### config.mk
export PLATFORM = sky130hd
export DESIGN_NAME = ohlc_pft_final
export DESIGN_NICKNAME = d
export VERILOG_FILES = /design/src/rtl/ohlc_pft_pkg.sv /design/src/rtl/ohlc_pft_final.sv
export SDC_FILE = /design/constraint.sdc
export NUM_CORES = 1
export LEC_CHECK = 0
export BUFFER_PORTS_ARGS = -buffer_cell sky130_fd_sc_hd__clkbuf_2
export CAP_MARGIN = 25
export CORE_ASPECT_RATIO = 0.75
export CORE_MARGIN = 1.5
export CORE_UTILIZATION = 44
export DETAILED_ROUTE_END_ITERATION = 10
export PLACE_DENSITY = 0.86
export REMOVE_ABC_BUFFERS = 1
export SLEW_MARGIN = 20
export SYNTH_ARGS = -nofsm -noshare
export SYNTH_HDL_FRONTEND = slang
export SYNTH_SLANG_ARGS = --single-unit
### constraint.sdc
create_clock -name clk -period 1.97 [get_ports clk]
set_clock_uncertainty 0.1 [all_clocks]
set_input_delay 0.0985 -clock clk [delete_from_list [all_inputs] [get_ports clk]]
set_output_delay 0.0985 -clock clk [all_outputs]
set_load 0.05 [all_outputs]
### src/rtl/ohlc_pft_pkg.sv
`timescale 1ns / 1ps
`default_nettype none
package ohlc_pft_pkg;

  localparam int PRICE_BITS    = 32;
  localparam int FRACTION_BITS = 16;
  localparam int POS_W         = FRACTION_BITS + 2;

  localparam logic [1:0] ORDER_AUTO = 2'd0;
  localparam logic [1:0] ORDER_HIGH = 2'd1;
  localparam logic [1:0] ORDER_LOW  = 2'd2;

  localparam logic REG_PATH_ORDER = 1'b0;

  typedef logic signed [PRICE_BITS-1:0] price_t;
  typedef logic [PRICE_BITS-1:0]        mag_t;
  typedef logic [FRACTION_BITS:0]       quo_t;
  typedef logic [POS_W-1:0]             pos_t;

  typedef struct packed {
    price_t bar_open;
    price_t bar_high;
    price_t bar_low;
    price_t bar_close;
    price_t level;
    logic   level_valid;
    logic   fill_after_path;
  } in_t;

  typedef struct packed {
    logic touched;
    pos_t position;
    logic high_leg_first;
    logic mask_valid;
    logic skip_high_leg;
    logic skip_low_leg;
  } out_t;

  typedef struct packed {
    price_t p0;
    price_t p1;
    price_t p2;
    price_t p3;
    price_t level;
    logic   level_valid;
    logic   hi_first;
    logic   after;
  } ord_t;

  typedef struct packed {
    logic       touched;
    logic [1:0] seg;
    logic       zero;
    logic       hi_first;
    logic       after;
  } side_t;

  function automatic mag_t abs_diff(input price_t a, input price_t b);
    logic [PRICE_BITS:0] d;
    d = {a[PRICE_BITS-1], a} - {b[PRICE_BITS-1], b};
    if (d[PRICE_BITS]) begin
      d = -d;
    end
    return d[PRICE_BITS-1:0];
  endfunction

endpackage
`default_nettype wire

### src/rtl/ohlc_pft_final.sv
`timescale 1ns / 1ps
`default_nettype none
module ohlc_pft_final (
  input  wire                  clk,
  input  wire                  rst_n,
  input  wire                  en,
  input  wire                  in_v,
  input  ohlc_pft_pkg::side_t  in_side,
  input  ohlc_pft_pkg::quo_t   in_quo,
  output logic                 out_v,
  output ohlc_pft_pkg::out_t   out_d
);

  localparam int F = ohlc_pft_pkg::FRACTION_BITS;
  localparam int W = ohlc_pft_pkg::POS_W;
  localparam ohlc_pft_pkg::pos_t ONE_POS = W'(1) << F;
  localparam ohlc_pft_pkg::pos_t TWO_POS = W'(2) << F;

  logic               v_r;
  ohlc_pft_pkg::out_t out_r;
  ohlc_pft_pkg::out_t out_nxt;
  ohlc_pft_pkg::quo_t frac;
  ohlc_pft_pkg::pos_t pos;
  ohlc_pft_pkg::pos_t hpos;
  ohlc_pft_pkg::pos_t lpos;

  always_comb begin
    frac = in_side.zero ? '0 : in_quo;
    pos  = in_side.touched ? ({in_side.seg, {F{1'b0}}} + {1'b0, frac}) : '0;
    hpos = in_side.hi_first ? ONE_POS : TWO_POS;
    lpos = in_side.hi_first ? TWO_POS : ONE_POS;
    out_nxt.touched        = in_side.touched;
    out_nxt.position       = pos;
    out_nxt.high_leg_first = in_side.hi_first;
    out_nxt.mask_valid     = in_side.after || in_side.touched;
    out_nxt.skip_high_leg  = in_side.after || (in_side.touched && hpos < pos);
    out_nxt.skip_low_leg   = in_side.after || (in_side.touched && lpos < pos);
  end

  always_ff @(posedge clk) begin
    if (!rst_n) begin
      v_r <= 1'b0;
    end else if (en) begin
      v_r <= in_v;
    end
  end

  always_ff @(posedge clk) begin
    if (en) begin
      out_r <= out_nxt;
    end
  end

  assign out_v = v_r;
  assign out_d = out_r;

endmodule
`default_nettype wire
==> results of run 1 <==
-- timing repair --
item	4_1_cts	5_1_grt
hold buffers	19	1
hold endpoints to repair	18	1
resized for setup	0	1
setup endpoints to repair	0	2
-- stage by stage --
stage	hold slack [ns]	setup WS, ns	cell area [um2]	total power, W	std cells
after floorplan	0.0974	0.413	1050	0.000806	71
after global placement	0.211	0.294	1340	0.000884	155
after detailed placement	0.214	0.214	1340	0.000891	155
after CTS	0.00450	0.0259	1580	0.00126	178
after global routing	0.0322	0.0393	1600	0.00131	179
final	0.0481	0.0547	1600	0.00126	179
-- cell usage after synthesis (all sizes together) --
| cell | instances |
|---|---|
| nand2 | 2 |
| and2b | 1 |
| nor3b | 1 |
| or2 | 1 |
| dfxtp | 1 |
| nor2b | 3 |
| nand3b | 1 |
| o21ai | 1 |
| a221oi | 1 |
| or4 | 4 |
| a31oi | 1 |
| clkbuf | 1 |
| inv | 4 |
| mux2i | 1 |
| ha | 5 |
| and2 | 16 |
| edfxtp | 23 |
| a21oi | 1 |
| o41ai | 1 |
| nor2 | 2 |
| xor2 | 1 |
-- worst max-delay path, delay by kind of cell --
kind / cells / cell delay, ns
buffers and inverters: 2 / 0.66
AO/OA/AOI/OAI: 2 / 0.56
AND/OR/NAND/NOR: 1 / 0.55
-- sequential cells by signal, summed over array words and instances (netlist names) --
register	flops
out_d	23
out_v	1
-- logic make-up (layout without fill, tap and decap cells) --
kind of cell | after synthesis | count (layout) | share of synthesized area [%]
AO/OA/AOI/OAI | 5 | 5 | 3.93
XOR/XNOR | 1 | 1 | 0.834
adder cells (fa/ha/maj) | 5 | 5 | 5.96
buffers and inverters | 5 | 78 | 1.79
flip-flops | 24 | 24 | 67.7
multiplexers | 1 | 1 | 0.954
AND/OR/NAND/NOR | 31 | 31 | 18.8
-- layout by cell type (no fill, tap or decap) --
master and count:
or2_2 1, bufinv_16 1, a21oi_1 1, or4_4 1
o41ai_4 1, a221oi_1 1, a31oi_1 1, clkbuf_4 3
nand3b_1 1, dlygate4sd3_1 20, dfxtp_1 1, xor2_1 1
nor2_1 2, mux2i_1 1, clkbuf_2 50, nand2_1 2
ha_1 5, inv_1 4, and2b_1 1, nor2b_1 3
nor3b_1 1, or4_1 3, and2_2 1, o21ai_0 1
and2_1 15, edfxtp_1 23
-- cell type report --
cell class | instances | share of cell area (%)
sequential | 24 | 44.3
clock inverter | 1 | 1.87
multi-input combinational | 43 | 20.7
tap | 34 | 2.65
inverter | 4 | 0.937
timing repair buffer | 70 | 28.1
clock buffer | 3 | 1.41
-- path summary, 6_finish.rpt --
check        cells after the start  startpoint       end  slack (ns)
max                              5  in_quo[11]  out_d[1]        0.05
min                              2  in_side[0]  out_d[2]        0.05
max reg2reg                      3       out_v     out_v        0.70
min reg2reg                      3       out_v     out_v        0.98
-- power by group through the flow --
| stage | sequential (W) | combinational [W] | clock, W |
|---|---|---|---|
| after floorplan | 0.000764 | 0.0000420 | 0 |
| after global placement | 0.000623 | 0.000260 | 0 |
| after detailed placement | 0.000625 | 0.000266 | 0 |
| after CTS | 0.000613 | 0.000296 | 0.000350 |
| after global routing | 0.000616 | 0.000316 | 0.000376 |
| final | 0.000612 | 0.000299 | 0.000345 |
-- routing by layer --
metal,vias up,share of wire [%],track usage [%]
li1,405,-,-
met4,0,1.5,4.09
met1,373,40,16.4
met2,35,52,29.5
met3,4,6.1,5.73
met5,-,0,0
==> summary.txt, run 1 <==
Global route
  • Grt total ovfl: 0
  • Largest net degree at the start of global routing: 25
  • GRT Total Usage: 15.6%
  • Vias in the first global route: ~720
  • First-pass GRT wire length: between 2000 and 3000 um
  • Initial antenna violation count: 0

Worst setup path
  • Worst Setup End Kind: flop
  • Kind of critical path: primary input to flop
  • Slowest cell on crit path: or4_1
  • Max incr delay on CP: 0.55 ns
  • Type of origin of the critical path: primary input
  • Crit-path cells: dlygate4sd3_1, clkbuf_2, or4_1, o41ai_4, a31oi_1
  • CP Max Fanout: 2
  • Crit path DAT: 1.87 ns
  • WP data required: about 1.9 ns

Synth
  • Largest area contributor in the netlist: edfxtp_1
  • Mapped cell area: about 1000 um2
  • Synth top area cells: edfxtp_1, and2_1, ha_1
  • Mapped Cells: just over 70
  • Register area share after synthesis: 67.7%
  • Yosys warns: 0
  • Synth unique cells: 23
  • Area share of the leading cell type in the synthesized netlist: between 60% and 70%
  • Syn_area_per_cell: approximately 15 um2
  • Register bit count reported by yosys: 24

Layout
  • Reg area: about 700 um2
  • Area occupied by multi-input gates: 332 um2
  • Area Overhead vs Synth: 52.7%
  • Antenna diode count: 0
  • FILL cells: about 160
  • Layout cells sized above 1: around two fifths
  • Final Core Density: a little over two thirds
  • Final net count: 178

CTS
  • Clk_lat worst skew: 0.30 ns
  • Setup bufs post-CTS: 0
  • Root buffer selected by CTS: clkbuf_4
  • Total CTS buffers: 3
  • Clk sink count: 24
  • H-tree levels: 1
  • CTS tree: done
  • Clock Path Buffers: 2
  • Worst-path clk slew: around 0.12 ns

Route
  • Post-Route WL: ~2100 um
  • DRT Pass-1 Iters: 4
  • Routed length per instance: between 10 and 15 um
  • Via density: 4.56
  • Via count: 817
  • Initial DRC Count: 14
  • DRC: 0
  • Final ANT Viol Nets: 0

Floorplan
  • Die area: around 2700 um2
  • Core area: approximately 2300 um2
  • Num rows: 15
  • Initial Utilization: a little under half
  • Die span in x: approximately 60 um
  • Io pins: 51
  • Die Height: roughly 45 um

Timing
  • Setup Viol. Count Final: 0
  • Final Hold Viols: 0
  • TNS Setup: 0 ns
  • Worst rel slew slack: around three fifths
  • Share of the clock period used by the worst path after layout: 97.2%
  • Worst Max-Slew Pin Slew: 0.582 ns
  • Max Fclk: approximately 0.52 GHz
  • Final Critical Period: between 1.5 and 2 ns
  • Max-slew violations: 0
  • RSZ-0062 raised after global routing: no

Power and ir drop
  • Sw Pwr: between 0.0003 and 0.0004 W
  • Net Sw Frac: between 20 and 30%
  • Int Pwr: ~0.0009 W
  • Gate power share: a little under a quarter
  • Power Density: around 780 nW/um2
  • Clk pwr share: a little over a quarter
  • Pleak: 0.717 nW
  • Peak supply drop: around 590 uV
  • Sequential power share: roughly half

Placed design
  • Placer Congestion: roughly 0.7
  • Number of port buffers: 50
  • HPWL after DPL: 1480 um

Hold path
  • Worst Hold Class: primary input to flop

Status
  • Status: finished clean

Job
  • Max_cap viols: 0
Note: power is estimated with default switching activity, not from simulation.
==> run 2, diff against run 1 <==
--- a/config.mk
+++ b/config.mk
@@ -7,9 +7,11 @@
 export LEC_CHECK = 0
 export BUFFER_PORTS_ARGS = -buffer_cell sky130_fd_sc_hd__clkbuf_2
 export CAP_MARGIN = 25
+export CELL_PAD_IN_SITES_DETAIL_PLACEMENT = 1
+export CELL_PAD_IN_SITES_GLOBAL_PLACEMENT = 1
 export CORE_ASPECT_RATIO = 0.75
 export CORE_MARGIN = 1.5
-export CORE_UTILIZATION = 44
+export CORE_UTILIZATION = 34
 export DETAILED_ROUTE_END_ITERATION = 10
 export PLACE_DENSITY = 0.86
 export REMOVE_ABC_BUFFERS = 1
==> summary.txt, run 2 (synthesized netlist as in run 1, its figures left out) <==
Route
  • DRT Pass-1 Iters: 3
  • Via density: between 4 and 5
  • DRC: 0
  • Via count: 754
  • Routed length per instance: between 10 and 15 um
  • Post-Route WL: 2260 um
  • Final ANT Viol Nets: 0
  • Initial DRC Count: 14

Worst setup path
  • Crit-path cells: dlygate4sd3_1, clkbuf_2, inv_1, ha_1, nor3b_1, a221oi_1
  • Crit path DAT: around 1.5 ns
  • Cell family with most CP delay: buffers and inverters
  • Type of origin of the critical path: primary input
  • CP Launch Point: in_side[1]
  • Reg-to-reg startpoint: out_v
  • Worst r2r dst: out_v
  • Critical Path Stages: 6
  • Buf+Inv Stages, Crit Path: 3
  • Slowest cell on crit path: dlygate4sd3_1
  • CP Max Fanout: 4
  • WP data required: 1.88 ns
  • R2r setup slk: around 0.68 ns
  • CP endpoint: out_d[0]
  • Max incr delay on CP: between 0.5 and 0.6 ns
  • Kind of critical path: primary input to flop
  • Worst Setup End Kind: flop
  • Reg2reg path depth: 3

Global route
  • GRT Total Usage: about 14%
  • Initial antenna violation count: 0
  • Vias in the first global route: approximately 770
  • First-pass GRT wire length: approximately 3400 um
  • Largest net degree at the start of global routing: 25
  • Grt total ovfl: 0

Layout
  • Max reg flops: 23
  • Final net count: about 160
  • Area Overhead vs Synth: 37.7%
  • Commonest non-fill, non-tap cell in the layout: clkbuf_2
  • Most frequent cells in the layout: clkbuf_2, edfxtp_1, and2_1
  • Layout cells sized above 1: between 40% and 50%
  • Antenna diode count: 0
  • FILL cells: around 330

Job
  • Max_cap viols: 0

CTS
  • Post-CTS resize count: 0
  • Worst-path clk slew: about 0.08 ns
  • Clk sink count: 24
  • H-tree levels: 1
  • Clock Path Buffers: 2
  • Total CTS buffers: 3
  • Clk_lat worst skew: between 0.2 and 0.3 ns
  • Root buffer selected by CTS: clkbuf_8
  • CTS tree: done

Timing
  • Setup ws final: 0.347 ns
  • Worst Max-Slew Pin Slew: approximately 0.61 ns
  • Setup Viol. Count Final: 0
  • Final Critical Period: about 1.6 ns
  • RSZ-0062 raised after global routing: no
  • Max-slew violations: 0
  • Worst rel slew slack: between 50 and 60%
  • TNS Setup: 0 ns
  • Max Fclk: a little over 0.6 GHz
  • Final Hold Viols: 0
  • Share of the clock period used by the worst path after layout: 82.4%

Floorplan
  • Die span in x: roughly 67 um
  • Initial Utilization: roughly 36%
  • Die Height: 51.1 um
  • Core area: approximately 2900 um2
  • Die area: ~3400 um2
  • Io pins: between 50 and 60
  • Num rows: 17

Placed design
  • Placer Congestion: roughly 0.72
  • HPWL after DPL: between 1500 and 2000 um
  • DP Worst Slack: around 0.18 ns
  • Number of port buffers: 50

Status
  • Status: finished clean

Power and ir drop
  • Peak supply drop: roughly 550 uV
  • Pleak: roughly 0.65 nW
  • Power Density: around 900 nW/um2

Hold path
  • Worst Hold Class: primary input to flop
[run 2: metrics by stage]
stage	utilization, %	instances	instance area, um2	hold slack (ns)	power (W)
6_report	49.2	166	1450	0.0175	0.00131
5_1_grt	49.2	166	1450	0.0201	0.00136
4_1_cts	49.2	166	1450	0.0101	0.00133
3_5_place_dp	45.8	159	1340	0.217	0.000895
3_3_place_gp	45.8	159	1340	0.211	0.000884
2_1_floorplan	-	71	1050	0.0974	0.000806
[run 2: final cells by class]
type | count | area [um2] | share of cell area [%]
Sequential cell | 24 | 711 | 49.2
Multi-Input combinational cell | 43 | 320 | 22.2
Timing Repair Buffer | 53 | 280 | 19.4
Tap cell | 38 | 47.5 | 3.29
Clock buffer | 3 | 41.3 | 2.86
Clock inverter | 1 | 30.0 | 2.08
Inverter | 4 | 15.0 | 1.04
[run 2: repair_timing]
item,4_1_cts,5_1_grt
setup buffers,0,0
endpoints found under the hold margin,2,0
endpoints found under the setup margin,0,0
hold buffers,3,0
[run 2: power by group]
part	internal [W]	total, W	leakage, nW	switching [W]
Combinational	0.0000718	0.000273	0.380	0.000201
Sequential	0.000602	0.000613	0.230	0.0000111
Clock	0.000272	0.000423	0.0357	0.000151
[run 2: routing by layer]
| layer | GRT usage, % | vias up | routed length (um) |
|---|---|---|---|
| li1 | - | 374 | - |
| met1 | 15.0 | 354 | 895 |
| met2 | 24.4 | 23 | 1210 |
| met3 | 5.95 | 3 | 138 |
| met4 | 5.44 | 0 | 17 |
| met5 | 0 | - | 0 |
[run 2: worst min-delay path by stage]
stage	from	to	slack, ns	depth (start not counted)
floorplan	in_side[5]	out_d[22]	0.1	0
global placement	rst_n	out_v	0.21	2
detailed placement	rst_n	out_v	0.22	2
CTS	in_quo[6]	out_d[10]	0.01	2
global route	in_quo[9]	out_d[13]	0.02	2
finish	in_quo[6]	out_d[10]	0.02	2
==> run 3, diff against run 2 <==
--- a/config.mk
+++ b/config.mk
@@ -11,9 +11,9 @@
 export CELL_PAD_IN_SITES_GLOBAL_PLACEMENT = 1
 export CORE_ASPECT_RATIO = 0.75
 export CORE_MARGIN = 1.5
-export CORE_UTILIZATION = 34
+export CORE_UTILIZATION = 31
 export DETAILED_ROUTE_END_ITERATION = 10
-export PLACE_DENSITY = 0.86
+export PLACE_DENSITY = 0.83
 export REMOVE_ABC_BUFFERS = 1
 export SLEW_MARGIN = 20
 export SYNTH_ARGS = -nofsm -noshare
==> constraint.sdc (replaced) <==
create_clock -name clk -period 1.43 [get_ports clk]
set_clock_uncertainty 0.1 [all_clocks]
set_input_delay 0.0715 -clock clk [delete_from_list [all_inputs] [get_ports clk]]
set_output_delay 0.0715 -clock clk [all_outputs]
set_load 0.05 [all_outputs]
==> summary.txt, run 3 (synthesized netlist as in run 1, its figures left out) <==
Status
  • Status: finished clean

Floorplan
  • Num rows: 18
  • Die Height: about 53 um
  • Io pins: 51
  • Die span in x: about 70 um
  • Die area: about 3700 um2
  • Initial Utilization: 32.1%
  • Core area: 3270 um2

Global route
  • Largest net degree at the start of global routing: 18
  • Vias in the first global route: between 700 and 800
  • First-pass GRT wire length: between 3000 and 4000 um
  • Initial antenna violation count: 0
  • GRT Total Usage: a little over an eighth
  • Grt total ovfl: 0

CTS
  • Clk_lat worst skew: 0.26 ns
  • Root buffer selected by CTS: clkbuf_8
  • Worst-path clk slew: roughly 0.08 ns
  • Clock Path Buffers: 2
  • CTS tree: done
  • H-tree levels: 1
  • Total CTS buffers: 3
  • Clk sink count: 24
  • Setup bufs post-CTS: 0

Timing
  • Setup Viol. Count Final: 0
  • Final Hold Viols: 0
  • Final Critical Period: 1.36 ns
  • Max-slew violations: 0
  • Worst rel slew slack: between 70% and 80%
  • Setup ws final: 0.0665 ns
  • Worst Max-Slew Pin Slew: between 0.3 and 0.4 ns
  • Worst hold slack: about 0.0023 ns
  • Max Fclk: between 0.7 and 0.8 GHz
  • Share of the clock period used by the worst path after layout: 95.3%

Hold path
  • Worst Hold Class: primary input to flop
  • Worst Hold Depth: 2
  • Origin of the worst min-delay path: in_quo[14]

Power and ir drop
  • Peak supply drop: between 400 and 500 uV
  • Power Density: 1090 nW/um2
  • Pleak: 0.670 nW

Layout
  • Most frequent cells in the layout: clkbuf_2, edfxtp_1, and2_1
  • FILL cells: 370
  • Max reg flops: 23
  • Final cell count without fillers: about 170
  • Antenna diode count: 0
  • Area Overhead vs Synth: 46.0%
  • Final Cell Area: roughly 1500 um2
  • Layout cells sized above 1: roughly 51%
  • Final Core Density: a little under half
  • Commonest non-fill, non-tap cell in the layout: clkbuf_2
  • Final net count: between 150 and 200

Worst setup path
  • Slowest cell on crit path: ha_4
  • Type of origin of the critical path: primary input
  • Reg2reg path depth: 3
  • CP Launch Point: in_quo[16]
  • Max incr delay on CP: between 0.3 and 0.4 ns
  • WP data required: 1.43 ns
  • Reg-to-reg startpoint: out_v
  • Worst Setup End Kind: flop
  • CP Max Fanout: 4
  • Crit-path cells: clkbuf_2, nor2b_2, ha_2, xor2_2, nand2_2, ha_4, nor3b_4, a221oi_2
  • Crit path DAT: 1.36 ns
  • Kind of critical path: primary input to flop

Route
  • Via count: around 800
  • Initial DRC Count: between 80 and 90
  • Via density: 4.59
  • DRC: 0
  • Final ANT Viol Nets: 0
  • DRT Pass-1 Iters: 6
  • Post-Route WL: roughly 2500 um
  • Routed length per instance: between 10 and 15 um

Placed design
  • Placer Congestion: between 0.7 and 0.8
  • DP Worst Slack: -0.305 ns
  • Inst Count DP: approximately 170
  • Post-DP Area: 1380 um2
  • Number of port buffers: 50

Job
  • Max_cap viols: 0
## run 3: cell count changes in the layout (fill, tap and decap cells not counted), moves of 2 or more
cell / before / now
ha_1: 5 / 2
buf_4: 0 / 3
dlygate4sd3_1: 3 / 5
ha_4: 0 / 2
## run 3: where the power goes
group          internal (W)  total, W  switching, W
registers          0.000829  0.000845     0.0000160
clock network      0.000199  0.000402      0.000204
logic              0.000127  0.000418      0.000291
## run 3: routing by layer
metal,vias up,routed length (um),GRT usage [%]
li1,381,-,-
met1,384,1050,15.9
met2,30,1280,24.4
met3,4,140,3.24
met4,0,35,3.85
met5,-,0,0
## run 3: worst paths after layout
path	to	slack (ns)
hold / removal	out_d[18]	0.002
setup / recovery	out_d[0]	0.07
setup reg to reg	out_v	0.16
hold reg to reg	out_v	0.98
## run 3: through the flow
stage / setup TNS, ns / total power (W)
after floorplan: -0.112 / 0.00111
after global placement: -0.382 / 0.00123
after detailed placement: -0.530 / 0.00124
after CTS: 0 / 0.00166
after global routing: -0.0447 / 0.00174
final: 0 / 0.00167
## run 3: timing repair
action	CTS	global route
resized for setup	1	9
endpoints found under the hold margin	4	0
hold buffers	5	0
setup endpoints to repair	1	2
pin swaps	0	2
## run 3: cell type report
type	count	area, um2	area share [%]
sequential	24	711	46.4
multi-input combinational	43	378	24.7
timing repair buffer	59	334	21.8
tap	40	50.0	3.27
clock buffer	4	45.0	2.94
inverter	4	15.0	0.980
## run 3: worst max-delay path, delay by kind of cell
| kind | cells | cell delay, ns |
|---|---|---|
| AO/OA/AOI/OAI | 1 | 0.26 |
| adder cells (fa/ha/maj) | 2 | 0.49 |
| buffers and inverters | 1 | 0.08 |
| XOR/XNOR | 1 | 0.17 |
| AND/OR/NAND/NOR | 3 | 0.30 |
